$ cat src/rtl/dtf_pkg.sv
// Shared types, constants and float32 helper functions for the decimal text parser.
// Used by every module under rtl/; depends on nothing else.
`default_nettype none

package dtf_pkg;

    localparam logic [7:0] CH_PLUS  = 8'h2B;
    localparam logic [7:0] CH_MINUS = 8'h2D;
    localparam logic [7:0] CH_POINT = 8'h2E;
    localparam logic [7:0] CH_ZERO  = 8'h30;
    localparam logic [7:0] CH_NINE  = 8'h39;

    localparam logic [31:0] F32_ZERO  = 32'h0000_0000;
    localparam logic [31:0] F32_TENTH = 32'h3DCC_CCCD;
    localparam logic [31:0] F32_TEN   = 32'h4120_0000;
    localparam logic [31:0] F32_INF   = 32'h7F80_0000;

    localparam int unsigned MAX_LENGTH = 65535;
    // Count stops at the smaller of MAX_LENGTH and the 16-bit field maximum
    localparam logic [15:0] COUNT_CAP  = (MAX_LENGTH < 65535) ? 16'(MAX_LENGTH) : 16'hFFFF;

    localparam int unsigned QUEUE_DEPTH = 4;
    localparam int unsigned QUEUE_AW    = $clog2(QUEUE_DEPTH);

    typedef enum logic [2:0] {
        PH_IDLE,
        PH_START,
        PH_SIGNED,
        PH_WHOLE,
        PH_FRACTION
    } phase_t;

    typedef enum logic [1:0] {
        OP_NONE,
        OP_WHOLE,
        OP_FRAC,
        OP_EMIT
    } op_t;

    typedef enum logic [3:0] {
        B_IDLE,
        B_WMUL,
        B_WMULW,
        B_WADD,
        B_WADDW,
        B_FMUL,
        B_FMULW,
        B_FADD,
        B_FADDW,
        B_EADD,
        B_EADDW,
        B_EOUT
    } back_state_t;

    typedef struct packed {
        logic        clr;
        op_t         op;
        logic [3:0]  digit;
        logic        ok;
        logic        neg;
        logic [15:0] count;
    } op_entry_t;

    typedef struct packed {
        logic mul_go;
        logic add_go;
    } fpu_req_t;

    typedef struct packed {
        logic mul_done;
        logic add_done;
    } fpu_rsp_t;

    function automatic logic [31:0] digit_to_f32(input logic [3:0] d);
        logic [31:0] res;
        unique case (d)
            4'd0:    res = 32'h0000_0000;
            4'd1:    res = 32'h3F80_0000;
            4'd2:    res = 32'h4000_0000;
            4'd3:    res = 32'h4040_0000;
            4'd4:    res = 32'h4080_0000;
            4'd5:    res = 32'h40A0_0000;
            4'd6:    res = 32'h40C0_0000;
            4'd7:    res = 32'h40E0_0000;
            4'd8:    res = 32'h4100_0000;
            4'd9:    res = 32'h4110_0000;
            default: res = 32'h0000_0000;
        endcase
        return res;
    endfunction

    // Round sig * 2^expo to float32, nearest even, with subnormals and overflow to inf.
    function automatic logic [31:0] fp_round(input logic [51:0] sig,
                                             input logic signed [11:0] expo);
        logic [5:0]         top;
        logic signed [12:0] top_e;
        logic signed [12:0] lsb_e;
        logic signed [12:0] sh;
        logic signed [12:0] bexp;
        logic [51:0]        kept;
        logic [51:0]        low_mask;
        logic [5:0]         sh_idx;
        logic               guard;
        logic               sticky;
        logic [24:0]        mant;
        logic [31:0]        res;
        top = '0;
        for (int i = 0; i < 52; i++) begin
            if (sig[i]) begin
                top = 6'(i);
            end
        end
        top_e = 13'(expo) + $signed({7'b0, top});
        lsb_e = top_e - 13'sd23;
        if (lsb_e < -13'sd149) begin
            lsb_e = -13'sd149;
        end
        sh       = lsb_e - 13'(expo);
        kept     = '0;
        guard    = 1'b0;
        sticky   = 1'b0;
        low_mask = '0;
        sh_idx   = '0;
        if (sh <= 13'sd0) begin
            kept = sig << 6'(-sh);
        end else if (sh > 13'sd52) begin
            sticky = |sig;
        end else begin
            sh_idx   = 6'(sh - 13'sd1);
            kept     = sig >> 6'(sh);
            guard    = sig[sh_idx];
            low_mask = (52'd1 << sh_idx) - 52'd1;
            sticky   = |(sig & low_mask);
        end
        mant = kept[24:0] + {24'd0, guard & (sticky | kept[0])};
        if (mant[24]) begin
            mant  = mant >> 1;
            lsb_e = lsb_e + 13'sd1;
        end
        bexp = lsb_e + 13'sd150;
        if (sig == '0) begin
            res = F32_ZERO;
        end else if (top_e > 13'sd127 || bexp >= 13'sd255) begin
            res = F32_INF;
        end else if (mant[23]) begin
            res = {1'b0, bexp[7:0], mant[22:0]};
        end else begin
            res = {9'b0, mant[22:0]};
        end
        return res;
    endfunction

endpackage

`default_nettype wire

$ cat src/rtl/decimal_text_to_float32.sv
// Top level of the decimal text to float32 parser: front end, operation queue, back end.
// Depends on dtf_pkg, dtf_front, dtf_queue, dtf_back.
//
//   channel | direction | handshake         | payload
//   s_      | in        | s_valid / s_ready | s_begin_req, s_buffer_end, s_ch
//   m_      | out       | m_valid / m_ready | m_number_written, m_consumed, m_value_bits
//
// The front end takes one character per cycle while the 4-entry queue has room.
// Signs, points and ignored items need no float work; a digit (integer or fraction)
// holds the back end for a multiply then an add, an end-of-number for an add and the
// output load, a failed sign for the load alone; float steps wait on the 2-stage units.
// Reset (aresetn low, synchronous) returns to idle awaiting a begin item.
// A stalled m_ready holds the result register; the queue keeps filling behind it.
`default_nettype none

module decimal_text_to_float32 (
    input  wire logic        aclk,
    input  wire logic        aresetn,
    input  wire logic        s_valid,
    output logic             s_ready,
    input  wire logic        s_begin_req,
    input  wire logic        s_buffer_end,
    input  wire logic [7:0]  s_ch,
    output logic             m_valid,
    input  wire logic        m_ready,
    output logic             m_number_written,
    output logic [15:0]      m_consumed,
    output logic [31:0]      m_value_bits
);

    dtf_pkg::op_entry_t push_entry, pop_entry;
    logic               push_valid, q_full, q_valid, q_pop;

    assign s_ready = !q_full;

    dtf_front u_front (
        .aclk         (aclk),
        .aresetn      (aresetn),
        .accept       (s_valid && s_ready),
        .s_begin_req  (s_begin_req),
        .s_buffer_end (s_buffer_end),
        .s_ch         (s_ch),
        .push_entry   (push_entry),
        .push_valid   (push_valid)
    );

    dtf_queue u_queue (
        .aclk       (aclk),
        .aresetn    (aresetn),
        .push       (push_valid),
        .push_entry (push_entry),
        .full       (q_full),
        .pop_valid  (q_valid),
        .pop        (q_pop),
        .pop_entry  (pop_entry)
    );

    dtf_back u_back (
        .aclk             (aclk),
        .aresetn          (aresetn),
        .q_valid          (q_valid),
        .q_entry          (pop_entry),
        .q_pop            (q_pop),
        .m_valid          (m_valid),
        .m_ready          (m_ready),
        .m_number_written (m_number_written),
        .m_consumed       (m_consumed),
        .m_value_bits     (m_value_bits)
    );

endmodule

`default_nettype wire

$ cat src/rtl/dtf_front.sv
// Front end: accepts characters, tracks parse phase, sign and count, and issues operations.
// Depends on dtf_pkg.
`default_nettype none

module dtf_front (
    input  wire logic              aclk,
    input  wire logic              aresetn,
    input  wire logic              accept,
    input  wire logic              s_begin_req,
    input  wire logic              s_buffer_end,
    input  wire logic [7:0]        s_ch,
    output dtf_pkg::op_entry_t     push_entry,
    output logic                   push_valid
);

    dtf_pkg::phase_t phase_reg, phase_next;
    logic            neg_reg, neg_next;
    logic [15:0]     count_reg, count_next;

    dtf_pkg::phase_t phase_eff;
    logic            neg_eff;
    logic [15:0]     count_eff;
    logic [15:0]     count_inc;
    logic            is_digit;
    logic            is_sign;
    logic            is_point;

    always_comb begin
        phase_eff = s_begin_req ? dtf_pkg::PH_START : phase_reg;
        neg_eff   = s_begin_req ? 1'b0 : neg_reg;
        count_eff = s_begin_req ? 16'd0 : count_reg;
        count_inc = (count_eff < dtf_pkg::COUNT_CAP) ? count_eff + 16'd1 : count_eff;
        is_digit  = !s_buffer_end && s_ch >= dtf_pkg::CH_ZERO && s_ch <= dtf_pkg::CH_NINE;
        is_sign   = !s_buffer_end && (s_ch == dtf_pkg::CH_PLUS || s_ch == dtf_pkg::CH_MINUS);
        is_point  = !s_buffer_end && s_ch == dtf_pkg::CH_POINT;
    end

    // Next-state logic
    always_comb begin
        phase_next = phase_reg;
        neg_next   = neg_reg;
        count_next = count_reg;
        if (accept) begin
            phase_next = phase_eff;
            neg_next   = neg_eff;
            count_next = count_eff;
            unique case (phase_eff)
                dtf_pkg::PH_IDLE: begin
                end
                dtf_pkg::PH_START: begin
                    if (is_sign) begin
                        neg_next   = (s_ch == dtf_pkg::CH_MINUS);
                        count_next = count_inc;
                        phase_next = dtf_pkg::PH_SIGNED;
                    end else if (is_point) begin
                        count_next = count_inc;
                        phase_next = dtf_pkg::PH_FRACTION;
                    end else if (is_digit) begin
                        count_next = count_inc;
                        phase_next = dtf_pkg::PH_WHOLE;
                    end else begin
                        phase_next = dtf_pkg::PH_IDLE;
                    end
                end
                dtf_pkg::PH_SIGNED: begin
                    if (is_digit) begin
                        count_next = count_inc;
                        phase_next = dtf_pkg::PH_WHOLE;
                    end else begin
                        phase_next = dtf_pkg::PH_IDLE;
                    end
                end
                dtf_pkg::PH_WHOLE: begin
                    if (is_digit) begin
                        count_next = count_inc;
                    end else if (is_point) begin
                        count_next = count_inc;
                        phase_next = dtf_pkg::PH_FRACTION;
                    end else begin
                        phase_next = dtf_pkg::PH_IDLE;
                    end
                end
                dtf_pkg::PH_FRACTION: begin
                    if (is_digit) begin
                        count_next = count_inc;
                    end else begin
                        phase_next = dtf_pkg::PH_IDLE;
                    end
                end
                default: phase_next = dtf_pkg::PH_IDLE;
            endcase
        end
    end

    // Operation issue
    always_comb begin
        push_entry.clr   = s_begin_req;
        push_entry.op    = dtf_pkg::OP_NONE;
        push_entry.digit = s_ch[3:0];
        push_entry.ok    = 1'b1;
        push_entry.neg   = neg_eff;
        push_entry.count = count_eff;
        unique case (phase_eff)
            dtf_pkg::PH_IDLE: begin
            end
            dtf_pkg::PH_START: begin
                if (is_digit) begin
                    push_entry.op = dtf_pkg::OP_WHOLE;
                end else if (!is_sign && !is_point) begin
                    push_entry.op = dtf_pkg::OP_EMIT;
                end
            end
            dtf_pkg::PH_SIGNED: begin
                if (is_digit) begin
                    push_entry.op = dtf_pkg::OP_WHOLE;
                end else begin
                    push_entry.op = dtf_pkg::OP_EMIT;
                    push_entry.ok = 1'b0;
                end
            end
            dtf_pkg::PH_WHOLE: begin
                if (is_digit) begin
                    push_entry.op = dtf_pkg::OP_WHOLE;
                end else if (!is_point) begin
                    push_entry.op = dtf_pkg::OP_EMIT;
                end
            end
            dtf_pkg::PH_FRACTION: begin
                push_entry.op = is_digit ? dtf_pkg::OP_FRAC : dtf_pkg::OP_EMIT;
            end
            default: push_entry.op = dtf_pkg::OP_NONE;
        endcase
        push_valid = accept && (push_entry.clr || push_entry.op != dtf_pkg::OP_NONE);
    end

    always_ff @(posedge aclk) begin
        if (!aresetn) begin
            phase_reg <= dtf_pkg::PH_IDLE;
            neg_reg   <= 1'b0;
            count_reg <= 16'd0;
        end else begin
            phase_reg <= phase_next;
            neg_reg   <= neg_next;
            count_reg <= count_next;
        end
    end

endmodule

`default_nettype wire

$ cat src/rtl/dtf_queue.sv
// Short operation queue between front end and back end.
// Depends on dtf_pkg.
`default_nettype none

module dtf_queue (
    input  wire logic               aclk,
    input  wire logic               aresetn,
    input  wire logic               push,
    input  dtf_pkg::op_entry_t      push_entry,
    output logic                    full,
    output logic                    pop_valid,
    input  wire logic               pop,
    output dtf_pkg::op_entry_t      pop_entry
);

    dtf_pkg::op_entry_t entries_reg [dtf_pkg::QUEUE_DEPTH];
    logic [dtf_pkg::QUEUE_AW-1:0] wr_ptr_reg, rd_ptr_reg;
    logic [dtf_pkg::QUEUE_AW:0]   fill_reg, fill_next;
    logic                         do_push, do_pop;

    always_comb begin
        full      = (fill_reg == (dtf_pkg::QUEUE_AW+1)'(dtf_pkg::QUEUE_DEPTH));
        pop_valid = (fill_reg != '0);
        pop_entry = entries_reg[rd_ptr_reg];
        do_push   = push && !full;
        do_pop    = pop && pop_valid;
        fill_next = fill_reg + {{dtf_pkg::QUEUE_AW{1'b0}}, do_push}
                    - {{dtf_pkg::QUEUE_AW{1'b0}}, do_pop};
    end

    always_ff @(posedge aclk) begin
        if (do_push) begin
            entries_reg[wr_ptr_reg] <= push_entry;
        end
    end

    always_ff @(posedge aclk) begin
        if (!aresetn) begin
            wr_ptr_reg <= '0;
            rd_ptr_reg <= '0;
            fill_reg   <= '0;
        end else begin
            if (do_push) begin
                wr_ptr_reg <= wr_ptr_reg + 1'b1;
            end
            if (do_pop) begin
                rd_ptr_reg <= rd_ptr_reg + 1'b1;
            end
            fill_reg <= fill_next;
        end
    end

endmodule

`default_nettype wire

$ cat src/rtl/dtf_fpu.sv
// Float32 multiplier and adder for non-negative operands, two stages each, fixed latency.
// Depends on dtf_pkg (fp_round).
`default_nettype none

module dtf_fpu (
    input  wire logic          aclk,
    input  wire logic          aresetn,
    input  dtf_pkg::fpu_req_t  req,
    input  wire logic [31:0]   mul_a,
    input  wire logic [31:0]   mul_b,
    input  wire logic [31:0]   add_a,
    input  wire logic [31:0]   add_b,
    output dtf_pkg::fpu_rsp_t  rsp,
    output logic [31:0]        mul_res,
    output logic [31:0]        add_res
);

    logic [23:0]        ma, mb;
    logic [7:0]         ea, eb;
    logic [47:0]        prod_next;
    logic signed [11:0] pexp_next;

    logic [47:0]        prod_reg;
    logic signed [11:0] pexp_reg;
    logic               pinf_reg;
    logic               mv1_reg, mv2_reg;
    logic [31:0]        mul_res_reg;

    logic [31:0]        big, minor;
    logic [23:0]        mbig, mminor;
    logic [7:0]         ebig, eminor, ediff;
    logic [51:0]        sum_next;
    logic signed [11:0] sexp_next;

    logic [51:0]        sum_reg;
    logic signed [11:0] sexp_reg;
    logic               sinf_reg;
    logic               av1_reg, av2_reg;
    logic [31:0]        add_res_reg;

    // Stage 1 multiply: integer significand product
    always_comb begin
        ma        = {mul_a[30:23] != 8'd0, mul_a[22:0]};
        mb        = {mul_b[30:23] != 8'd0, mul_b[22:0]};
        ea        = (mul_a[30:23] == 8'd0) ? 8'd1 : mul_a[30:23];
        eb        = (mul_b[30:23] == 8'd0) ? 8'd1 : mul_b[30:23];
        prod_next = ma * mb;
        pexp_next = $signed({4'b0, ea}) + $signed({4'b0, eb}) - 12'sd300;
    end

    // Stage 1 add: align the larger operand to the smaller's exponent, a far smaller operand folds into a sticky bit
    always_comb begin
        if (add_a[30:0] >= add_b[30:0]) begin
            big   = add_a;
            minor = add_b;
        end else begin
            big   = add_b;
            minor = add_a;
        end
        mbig   = {big[30:23] != 8'd0, big[22:0]};
        mminor = {minor[30:23] != 8'd0, minor[22:0]};
        ebig   = (big[30:23] == 8'd0) ? 8'd1 : big[30:23];
        eminor = (minor[30:23] == 8'd0) ? 8'd1 : minor[30:23];
        ediff  = ebig - eminor;
        if (ediff > 8'd27) begin
            sum_next  = ({28'd0, mbig} << 27) + {51'd0, mminor != 24'd0};
            sexp_next = $signed({4'b0, ebig}) - 12'sd177;
        end else begin
            sum_next  = ({28'd0, mbig} << ediff[4:0]) + {28'd0, mminor};
            sexp_next = $signed({4'b0, eminor}) - 12'sd150;
        end
    end

    always_ff @(posedge aclk) begin
        prod_reg    <= prod_next;
        pexp_reg    <= pexp_next;
        pinf_reg    <= (mul_a[30:23] == 8'hFF) || (mul_b[30:23] == 8'hFF);
        mul_res_reg <= pinf_reg ? dtf_pkg::F32_INF : dtf_pkg::fp_round({4'd0, prod_reg}, pexp_reg);
        sum_reg     <= sum_next;
        sexp_reg    <= sexp_next;
        sinf_reg    <= (add_a[30:23] == 8'hFF) || (add_b[30:23] == 8'hFF);
        add_res_reg <= sinf_reg ? dtf_pkg::F32_INF : dtf_pkg::fp_round(sum_reg, sexp_reg);
    end

    always_ff @(posedge aclk) begin
        if (!aresetn) begin
            mv1_reg <= 1'b0;
            mv2_reg <= 1'b0;
            av1_reg <= 1'b0;
            av2_reg <= 1'b0;
        end else begin
            mv1_reg <= req.mul_go;
            mv2_reg <= mv1_reg;
            av1_reg <= req.add_go;
            av2_reg <= av1_reg;
        end
    end

    assign rsp.mul_done = mv2_reg;
    assign rsp.add_done = av2_reg;
    assign mul_res      = mul_res_reg;
    assign add_res      = add_res_reg;

endmodule

`default_nettype wire

$ cat src/rtl/dtf_back.sv
// Back end: sequences float operations for each queued operation and holds the result register.
// Depends on dtf_pkg and dtf_fpu.
`default_nettype none

module dtf_back (
    input  wire logic              aclk,
    input  wire logic              aresetn,
    input  wire logic              q_valid,
    input  dtf_pkg::op_entry_t     q_entry,
    output logic                   q_pop,
    output logic                   m_valid,
    input  wire logic              m_ready,
    output logic                   m_number_written,
    output logic [15:0]            m_consumed,
    output logic [31:0]            m_value_bits
);

    dtf_pkg::back_state_t state_reg, state_next;

    logic [31:0] whole_reg, frac_reg, weight_reg, tmp_reg, digit_reg;
    logic        ok_reg, neg_reg;
    logic [15:0] count_reg;

    logic        out_valid_reg;
    logic        out_written_reg;
    logic [15:0] out_consumed_reg;
    logic [31:0] out_bits_reg;

    dtf_pkg::fpu_req_t fpu_req;
    dtf_pkg::fpu_rsp_t fpu_rsp;
    logic [31:0]       mul_a, mul_b, add_a, add_b, mul_res, add_res;
    logic              out_free;
    logic              out_load;

    dtf_fpu u_fpu (
        .aclk    (aclk),
        .aresetn (aresetn),
        .req     (fpu_req),
        .mul_a   (mul_a),
        .mul_b   (mul_b),
        .add_a   (add_a),
        .add_b   (add_b),
        .rsp     (fpu_rsp),
        .mul_res (mul_res),
        .add_res (add_res)
    );

    assign out_free = !out_valid_reg || m_ready;

    // Next-state logic
    always_comb begin
        state_next = state_reg;
        unique case (state_reg)
            dtf_pkg::B_IDLE: begin
                if (q_valid) begin
                    unique case (q_entry.op)
                        dtf_pkg::OP_NONE:  state_next = dtf_pkg::B_IDLE;
                        dtf_pkg::OP_WHOLE: state_next = dtf_pkg::B_WMUL;
                        dtf_pkg::OP_FRAC:  state_next = dtf_pkg::B_FMUL;
                        dtf_pkg::OP_EMIT:  state_next = q_entry.ok ? dtf_pkg::B_EADD
                                                                   : dtf_pkg::B_EOUT;
                        default:           state_next = dtf_pkg::B_IDLE;
                    endcase
                end
            end
            dtf_pkg::B_WMUL:  state_next = dtf_pkg::B_WMULW;
            dtf_pkg::B_WMULW: if (fpu_rsp.mul_done) state_next = dtf_pkg::B_WADD;
            dtf_pkg::B_WADD:  state_next = dtf_pkg::B_WADDW;
            dtf_pkg::B_WADDW: if (fpu_rsp.add_done) state_next = dtf_pkg::B_IDLE;
            dtf_pkg::B_FMUL:  state_next = dtf_pkg::B_FMULW;
            dtf_pkg::B_FMULW: if (fpu_rsp.mul_done) state_next = dtf_pkg::B_FADD;
            dtf_pkg::B_FADD:  state_next = dtf_pkg::B_FADDW;
            dtf_pkg::B_FADDW: if (fpu_rsp.add_done) state_next = dtf_pkg::B_IDLE;
            dtf_pkg::B_EADD:  state_next = dtf_pkg::B_EADDW;
            dtf_pkg::B_EADDW: if (fpu_rsp.add_done) state_next = dtf_pkg::B_EOUT;
            dtf_pkg::B_EOUT:  if (out_free) state_next = dtf_pkg::B_IDLE;
            default:          state_next = dtf_pkg::B_IDLE;
        endcase
    end

    // Output decode
    always_comb begin
        q_pop          = 1'b0;
        fpu_req.mul_go = 1'b0;
        fpu_req.add_go = 1'b0;
        mul_a          = whole_reg;
        mul_b          = dtf_pkg::F32_TEN;
        add_a          = tmp_reg;
        add_b          = digit_reg;
        out_load       = 1'b0;
        unique case (state_reg)
            dtf_pkg::B_IDLE: q_pop = q_valid;
            dtf_pkg::B_WMUL: fpu_req.mul_go = 1'b1;
            dtf_pkg::B_WADD: fpu_req.add_go = 1'b1;
            dtf_pkg::B_FMUL: begin
                fpu_req.mul_go = 1'b1;
                mul_a          = weight_reg;
                mul_b          = digit_reg;
            end
            dtf_pkg::B_FADD: begin
                fpu_req.mul_go = 1'b1;
                fpu_req.add_go = 1'b1;
                mul_a          = weight_reg;
                mul_b          = dtf_pkg::F32_TENTH;
                add_a          = frac_reg;
                add_b          = tmp_reg;
            end
            dtf_pkg::B_EADD: begin
                fpu_req.add_go = 1'b1;
                add_a          = whole_reg;
                add_b          = frac_reg;
            end
            dtf_pkg::B_EOUT: out_load = out_free;
            default: begin
            end
        endcase
    end

    // Datapath registers
    always_ff @(posedge aclk) begin
        if (state_reg == dtf_pkg::B_IDLE && q_valid) begin
            digit_reg <= dtf_pkg::digit_to_f32(q_entry.digit);
            ok_reg    <= q_entry.ok;
            neg_reg   <= q_entry.neg;
            count_reg <= q_entry.count;
            if (q_entry.clr) begin
                whole_reg  <= dtf_pkg::F32_ZERO;
                frac_reg   <= dtf_pkg::F32_ZERO;
                weight_reg <= dtf_pkg::F32_TENTH;
            end
        end
        if ((state_reg == dtf_pkg::B_WMULW || state_reg == dtf_pkg::B_FMULW)
            && fpu_rsp.mul_done) begin
            tmp_reg <= mul_res;
        end
        if (state_reg == dtf_pkg::B_WADDW && fpu_rsp.add_done) begin
            whole_reg <= add_res;
        end
        if (state_reg == dtf_pkg::B_FADDW && fpu_rsp.add_done) begin
            frac_reg   <= add_res;
            weight_reg <= mul_res;
        end
        if (state_reg == dtf_pkg::B_EADDW && fpu_rsp.add_done) begin
            tmp_reg <= add_res;
        end
        if (out_load) begin
            out_written_reg  <= ok_reg;
            out_consumed_reg <= ok_reg ? count_reg : 16'd0;
            out_bits_reg     <= ok_reg ? (tmp_reg ^ {neg_reg, 31'd0}) : dtf_pkg::F32_ZERO;
        end
    end

    always_ff @(posedge aclk) begin
        if (!aresetn) begin
            state_reg     <= dtf_pkg::B_IDLE;
            out_valid_reg <= 1'b0;
        end else begin
            state_reg <= state_next;
            if (out_load) begin
                out_valid_reg <= 1'b1;
            end else if (m_ready) begin
                out_valid_reg <= 1'b0;
            end
        end
    end

    assign m_valid          = out_valid_reg;
    assign m_number_written = out_written_reg;
    assign m_consumed       = out_consumed_reg;
    assign m_value_bits     = out_bits_reg;

`ifndef ASSERT_OFF
    a_mul_done_in_wait: assert property (@(posedge aclk) disable iff (!aresetn)
        fpu_rsp.mul_done |-> (state_reg == dtf_pkg::B_WMULW || state_reg == dtf_pkg::B_FMULW
                              || state_reg == dtf_pkg::B_FADDW))
        else $error("multiplier result arrived outside a wait state");

    a_add_done_in_wait: assert property (@(posedge aclk) disable iff (!aresetn)
        fpu_rsp.add_done |-> (state_reg == dtf_pkg::B_WADDW || state_reg == dtf_pkg::B_FADDW
                              || state_reg == dtf_pkg::B_EADDW))
        else $error("adder result arrived outside a wait state");

    a_fail_is_zero: assert property (@(posedge aclk) disable iff (!aresetn)
        (m_valid && !m_number_written) |-> (m_consumed == 16'd0 && m_value_bits == 32'd0))
        else $error("failure transaction carries nonzero payload");

    a_load_when_free: assert property (@(posedge aclk) disable iff (!aresetn)
        out_load |-> (!out_valid_reg || m_ready))
        else $error("result register overwritten while held");
`endif

endmodule

`default_nettype wire
$ cat config.mk
export PLATFORM = sky130hd
export DESIGN_NAME = decimal_text_to_float32
export DESIGN_NICKNAME = d
export VERILOG_FILES = /design/src/rtl/dtf_pkg.sv /design/src/rtl/decimal_text_to_float32.sv /design/src/rtl/dtf_front.sv /design/src/rtl/dtf_queue.sv /design/src/rtl/dtf_fpu.sv /design/src/rtl/dtf_back.sv
export SDC_FILE = /design/constraint.sdc
export NUM_CORES = 2
export LEC_CHECK = 0
export ABC_CLOCK_PERIOD_IN_PS = 15450
export BUFFER_PORTS_ARGS = -buffer_cell sky130_fd_sc_hd__buf_2
export CORE_ASPECT_RATIO = 0.7
export CORE_MARGIN = 8
export CORE_UTILIZATION = 47
export DETAILED_ROUTE_END_ITERATION = 6
export HOLD_SLACK_MARGIN = 0.02
export PLACE_DENSITY = 0.76
export SETUP_SLACK_MARGIN = 0.05
export SKIP_CTS_REPAIR_TIMING = 1
export SYNTH_ARGS = -nofsm -noshare
export SYNTH_HDL_FRONTEND = slang
export SYNTH_SLANG_ARGS = --single-unit
$ cat constraint.sdc
create_clock -name aclk -period 15.45 [get_ports aclk]
set_input_delay 0 -clock aclk [delete_from_list [all_inputs] [get_ports aclk]]
set_output_delay 0 -clock aclk [all_outputs]
set_load 0.005 [all_outputs]
# Word level (Yosys, flattened, before mapping)
# Memory sizes are Yosys's and may differ from the RTL's. A register that Yosys moved wholly into a read port is not among the register bits.
# Index checks and enable logic that the tools add are counted.
[classes]
n_addsub = 30
mux = 194
multipliers = 1
n_reduce_logical = 63
bitwise = 7
n_shift = 7
n_eq_ne = 32
n_lt_le_gt_ge = 17
[op_table]
columns = ["operator", "n"]
rows = [
  ["$mux 6", 96],
  ["$mux 31", 16],
  ["$pmux 31 s2", 3],
  ["$reduce_or 52->1", 3],
  ["$mux 16", 7],
  ["$shl 1x6->52 const A", 2],
  ["$sub 52x1->52 const B", 2],
  ["$mux 25", 4],
  ["$mux 32", 2],
  ["$add 51x1->52", 1],
  ["$add 52x24->52", 1],
  ["$and 48x52->52", 1],
  ["$and 52x52->52", 1],
  ["$logic_not 52->1", 1],
  ["$mux 13", 4],
  ["$mux 52", 1],
  ["$shl 24x5->52", 1],
  ["$shl 52x6->25", 1],
  ["$shr 52x6->25", 1],
  ["$add 25x1->25", 2],
  ["$logic_not 48->1", 1],
  ["$mul 24x24->48", 1],
  ["$mux 24", 2],
  ["$pmux 16 s3", 1],
  ["73 further kinds", 196],
]
[word_totals]
wordCells = 386
ff_bits = 445
mem_count = 2
output_inout_bits = 51
romBits = 176
ram_bits = 100
[mem_list]
columns = ["name", "words", "width", "rd", "rd_ports_with_merged_regs", "wr", "line", "text"]
rows = [
  ["(no name shown)", 16, 11, 1, 1, 0, "dtf_pkg.sv:76", "unique case (d)"],
  ["u_queue.entries_reg", 4, 25, 1, 1, 1, "dtf_queue.sv:16", "dtf_pkg::op_entry_t entries_reg [dtf_pkg::QUEUE_DEPTH];"],
]

# Longest topological paths before layout
[depth]
depth_word = 72
depth_mapped = 78

# Modules after synthesis
# A second synthesis with hierarchy kept.
[unflattened]
hier_cells = 7445
hier_area_um2 = 63395.8
[by_module_without_submodules]
columns = ["mod", "n_inst", "area_per_inst_um2", "cells_each"]
rows = [
  ["dtf_fpu", 1, 48087.4, 6266],
  ["dtf_back", 1, 9389.0, 756],
  ["dtf_queue", 1, 4142.7, 179],
  ["dtf_front", 1, 1766.7, 242],
  ["decimal_text_to_float32", 1, 10.0, 2],
]

# Worst setup path after synthesis
# Ideal clock, no wire load.
[synth_timing]
path_kind = "flip-flop to flip-flop"
from = "reg u_back.u_fpu.sum_reg[3]"
to = "reg u_back.u_fpu.add_res_reg[25], in the netlist u_back.u_fpu.add_res[25]"
slack_ns = 0.756
path_stages_with_launch = 77
n_path_buf = 14
setup_ns = 0.073
synth_period_minus_slack_ns = 14.694
t_arrival_ns = 14.620
cell_sequence = "dfxtp_1 clkbuf_1 o21bai_1 a21oi_1 o21bai_1 a21oi_1 o21bai_1 a21oi_1 o21bai_1 a21oi_1 o21bai_1 a21oi_1 o21bai_1 a21oi_1 o21bai_1 a21oi_1 o21bai_1 a21oi_1 (+41 left out) a22oi_2 and4b_1 buf_4 and3_1 buf_2 nor2_1 clkbuf_1 nand2_1 xnor2_1 ha_1 inv_1 o2111ai_1 a211o_1 a221oi_2 a2bb2oi_1 or3_1 buf_2 o211ai_2"
[synth_via]
elab_chain_len = 70
elab_cells_between_ends = 87
classes_between = "add/sub: 9; order compare: 5; shift: 3; mux: 63; bitwise: 3; reduce/logical: 4"
[synth_lines]
columns = ["item", "line", "text"]
rows = [
  ["start: declaration", "dtf_fpu.sv:35", "logic [51:0] sum_reg;"],
  ["start signal: assignment", "dtf_fpu.sv:79", "sum_reg <= sum_next;"],
  ["$mux 6 (49 in series)", "dtf_pkg.sv:109", "if (sig[i]) begin"],
  ["$add 12x7->13", "dtf_pkg.sv:113", "top_e = 13'(expo) + $signed({7'b0, top});"],
  ["$sub 13x6->13", "dtf_pkg.sv:114", "lsb_e = top_e - 13'sd23;"],
  ["$lt 13x9->1", "dtf_pkg.sv:115", "if (lsb_e < -13'sd149) begin"],
  ["$mux 13", "dtf_pkg.sv:115", ""],
  ["$sub 13x12->13", "dtf_pkg.sv:118", "sh = lsb_e - 13'(expo);"],
  ["$sub 6x2->6", "dtf_pkg.sv:129", "sh_idx = 6'(sh - 13'sd1);"],
  ["$shl 1x6->52", "dtf_pkg.sv:132", "low_mask = (52'd1 << sh_idx) - 52'd1;"],
  ["(+6 left out)", "n/a", ""],
  ["$and 1x1->1", "dtf_pkg.sv:135", "mant = kept[24:0] + {24'd0, guard & (sticky | kept[0])};"],
  ["$add 25x1->25", "dtf_pkg.sv:135", ""],
  ["$mux 13", "dtf_pkg.sv:136", "if (mant[24]) begin"],
  ["$add 13x9->13", "dtf_pkg.sv:140", "bexp = lsb_e + 13'sd150;"],
  ["$ge 13x9->1", "dtf_pkg.sv:143", "end else if (top_e > 13'sd127 || bexp >= 13'sd255) begin"],
  ["$logic_or 1x1->1", "dtf_pkg.sv:143", ""],
  ["$mux 31", "dtf_pkg.sv:143", ""],
  ["$mux 31 *", "dtf_pkg.sv:141", "if (sig == '0) begin"],
  ["end signal: assignment", "dtf_fpu.sv:82", "add_res_reg <= sinf_reg ? dtf_pkg::F32_INF : dtf_pkg::fp_round(sum_reg, sexp_reg);"],
  ["end: declaration", "dtf_fpu.sv:39", "logic [31:0] add_res_reg;"],
]
# Mark *: on every way between the ends. The rest lies on a longest branch, timed or not. The select of a mux whose other input is x is not followed.
# A chain may end at the register's enable or synchronous reset.

# Worst setup path in the final report
[layout_timing]
from = "reg u_back.u_fpu.sum_reg[1]"
to = "reg u_back.u_fpu.add_res_reg[4], in the netlist u_back.u_fpu.add_res[4]"
[layout_via]
elab_chain_len = 71
elab_cells_between_ends = 88
classes_between = "add/sub: 9; order compare: 5; shift: 3; mux: 63; bitwise: 3; reduce/logical: 5"
[layout_lines]
columns = ["item", "line"]
rows = [
  ["$mux 1", "dtf_pkg.sv:109"],
  ["$mux 6 (50 in series)", "dtf_pkg.sv:109"],
  ["$add 12x7->13", "dtf_pkg.sv:113"],
  ["$sub 13x6->13", "dtf_pkg.sv:114"],
  ["$lt 13x9->1", "dtf_pkg.sv:115"],
  ["$mux 13", "dtf_pkg.sv:115"],
  ["$sub 13x12->13", "dtf_pkg.sv:118"],
  ["$sub 6x2->6", "dtf_pkg.sv:129"],
  ["(+6 left out)", "n/a"],
  ["$or 1x1->1", "dtf_pkg.sv:135"],
  ["$and 1x1->1", "dtf_pkg.sv:135"],
  ["$add 25x1->25", "dtf_pkg.sv:135"],
  ["$mux 13", "dtf_pkg.sv:136"],
  ["$add 13x9->13", "dtf_pkg.sv:140"],
  ["$ge 13x9->1", "dtf_pkg.sv:143"],
  ["$logic_or 1x1->1", "dtf_pkg.sv:143"],
  ["$reduce_or 3->1 (no source line)", "n/a"],
]
# Parallel ways exist; a longest one is shown, timed or not. The select of a mux whose other input is x is not followed.

==> reports/metrics.cfg <==
[routing]
via_per_inst = 6.31
drc = 7
ant_nets = 0
drt-wirelength-per-cell_microns = 23.6
drtIter0Drc = 7621
dr_total_vias = 51969
finalWirelength_microns = 195000
firstDrtPassIters = 7

[outcome]
violations = design-rule violations
outcome = finished, violations left

[sta]
max_slew.worst_pin.slew_ns = 1.21
slew_headroom = 0.185
clock.fmax_ghz = 0.0693
setup_viol = 0
slew_viol_final = 0
finalSetupTns_ns = 0
min_period_ns = 14.42
rsz0062_at_grt = false
hold_viol = 0
finClkSkew_ns = 0.0619
final.period_utilization = 0.933

[yosys]
ys_warn_count = 0
synth_cell_type_count = 115
synth-seq-area-share = 0.235
synth_area_sq_mm = 0.0569
ys_ff_latch = 519
syn_inst = 6660
avgSynthCellArea_sq_um = 8.55
syn_nets = 7357
synthArstFlopShare = 0
synth_ff_type = edfxtp_1
synth_edf_count = 298

[cells_and_area]
multiInputGateArea_sq_mm = 0.0404
seqCellArea_sq_mm = 0.0134
largest_reg_flops = 100
most-common-layout-cells = nand2_1, nor2_1, inv_1
nFillCells = 10994
fin_util = 0.510
synthToLayoutAreaGrowth_pct = 7.35
fin_cells = 8236
final_common_cell = nand2_1
final_area_sq_mm = 0.0611
drive_above_1_share = 0.103
nets = 7264

[grt]
grt_pass1_vias = 48533
grt_max_degree = 92
antenna_found_initial = 12
grt_usage = 0.281
grt_remaining_overflow = 0
grt_first_pass_wirelength_microns = 297000

[cts]
cts_buffers = 52
clock_latency_ns = 0.67
clock-root-buffer = clkbuf_16
h-tree-depth = 2
clock_sinks = 519
path_clk_slew_ns = 0.07
cts_tree = done
clockBufferDepth = 3

[floorplan]
initial_core_util = 0.475
chipHeight_microns = 307
die-area_sq_mm = 0.133
io-pin-count = 65
design.core.area_sq_mm = 0.120
die_x_microns = 432
placementRows = 106

[critical_path]
cpMaxStageDelayCell = fa_2
endpoint_kind = flip-flop
cp.arrival_ns = 14.91
worstPathMaxFanout = 23
critPathRequiredTime_ns = 15.94
critPathKind = reg2reg
slowest_delay_ns = 0.75
cpMostUsedCell = a21oi_1
crit_path_start_kind = flip-flop

[placed_design]
place.gp.congestion = 1.06
placement.io_buffers = 64
hpwl_microns = 154000
place.detailed.instances = 8116
placed_area_sq_mm = 0.0591

[flow_run]
drv_cap = 0

[worst_hold_path]
hold_class = in2reg

[worst paths after layout]
kind / end / cells past startpoint / from / slack, ns
setup / recovery: u_back.u_fpu.add_res[4]$_SDFF_PP0_ / 67 / u_back.u_fpu.sum_reg[1]$_SDFF_PP0_ / 1.03
hold / removal: u_front.phase_reg[2]$_SDFFE_PN0P_ / 5 / s_ch[4] / 0.0007
setup reg to reg: u_back.u_fpu.add_res[4]$_SDFF_PP0_ / 67 / u_back.u_fpu.sum_reg[1]$_SDFF_PP0_ / 1.03
hold reg to reg: u_back.u_fpu.av2_reg$_SDFF_PN0_ / 1 / u_back.u_fpu.av1_reg$_SDFF_PN0_ / 0.44
[stage by stage]
| step | hold slack (ns) | setup slack (ns) |
|---|---|---|
| floorplan | 0.0989 | 0.756 |
| global placement | 0.246 | 0.847 |
| detailed placement | 0.247 | 0.649 |
| CTS | -0.464 | 0.583 |
| global route | 0.0291 | 0.0534 |
| finish | 0.000656 | 1.03 |
[cell type report]
class	count	share of cell area
inverter	557	0.0343
multi-input combinational	5230	0.662
tap	1620	0.0332
clock buffer	75	0.0245
sequential	519	0.219
timing repair buffer	207	0.0232
antenna	5	0.000205
clock inverter	23	0.00412
[cells by family after synthesis]
| logic type | share of synthesized area |
|---|---|
| and+or+nand+nor | 0.193 |
| muxes | 0.112 |
| DFF | 0.235 |
| AOI/OAI and AO/OA | 0.170 |
| adders and majority gates | 0.187 |
| xor gates and xnor gates | 0.0408 |
| buffers and inverters | 0.0618 |
| other | 0.0000659 |
[cell usage after synthesis (77+ instances only)]
master / count / share of area
a31oi_1: 77 / 0.0085
mux4_2: 112 / 0.044
a21oi_1: 390 / 0.034
inv_1: 551 / 0.036
xor2_1: 91 / 0.014
o21ai_0: 357 / 0.031
nand3_1: 129 / 0.011
and2_1: 205 / 0.023
mux2i_1: 280 / 0.049
ha_1: 404 / 0.089
nand2_1: 658 / 0.043
mux2_2: 93 / 0.018
or2_2: 77 / 0.0085
xnor2_1: 156 / 0.024
nor3_1: 166 / 0.015
nor2_1: 634 / 0.042
edfxtp_1: 298 / 0.16
nand2b_1: 87 / 0.0096
clkbuf_1: 253 / 0.017
fa_1: 279 / 0.098
dfxtp_1: 221 / 0.078
[routing by layer]
metal  part of all wire  vias up  global-route usage
met5                  0        -                   0
met4              0.024        0              0.0604
met3               0.15      326               0.102
met2               0.38     3047               0.368
met1               0.45    25112               0.435
li1                   -    23484                   -
[critical path, delay by kind of cell, from the launching register on]
| kind | cells | cell delay, ns |
|---|---|---|
| simple gates | 16 | 3.08 |
| flops | 1 | 0.46 |
| buf+inv | 7 | 1.30 |
| compound gates | 32 | 5.27 |
| fa+ha+maj | 7 | 2.62 |
| xor+xnor | 3 | 0.75 |
| mux | 2 | 0.79 |
Power is left out: the tool's default activity adds up to more than one toggle a clock period on the data nets, which glitch-free logic cannot reach.
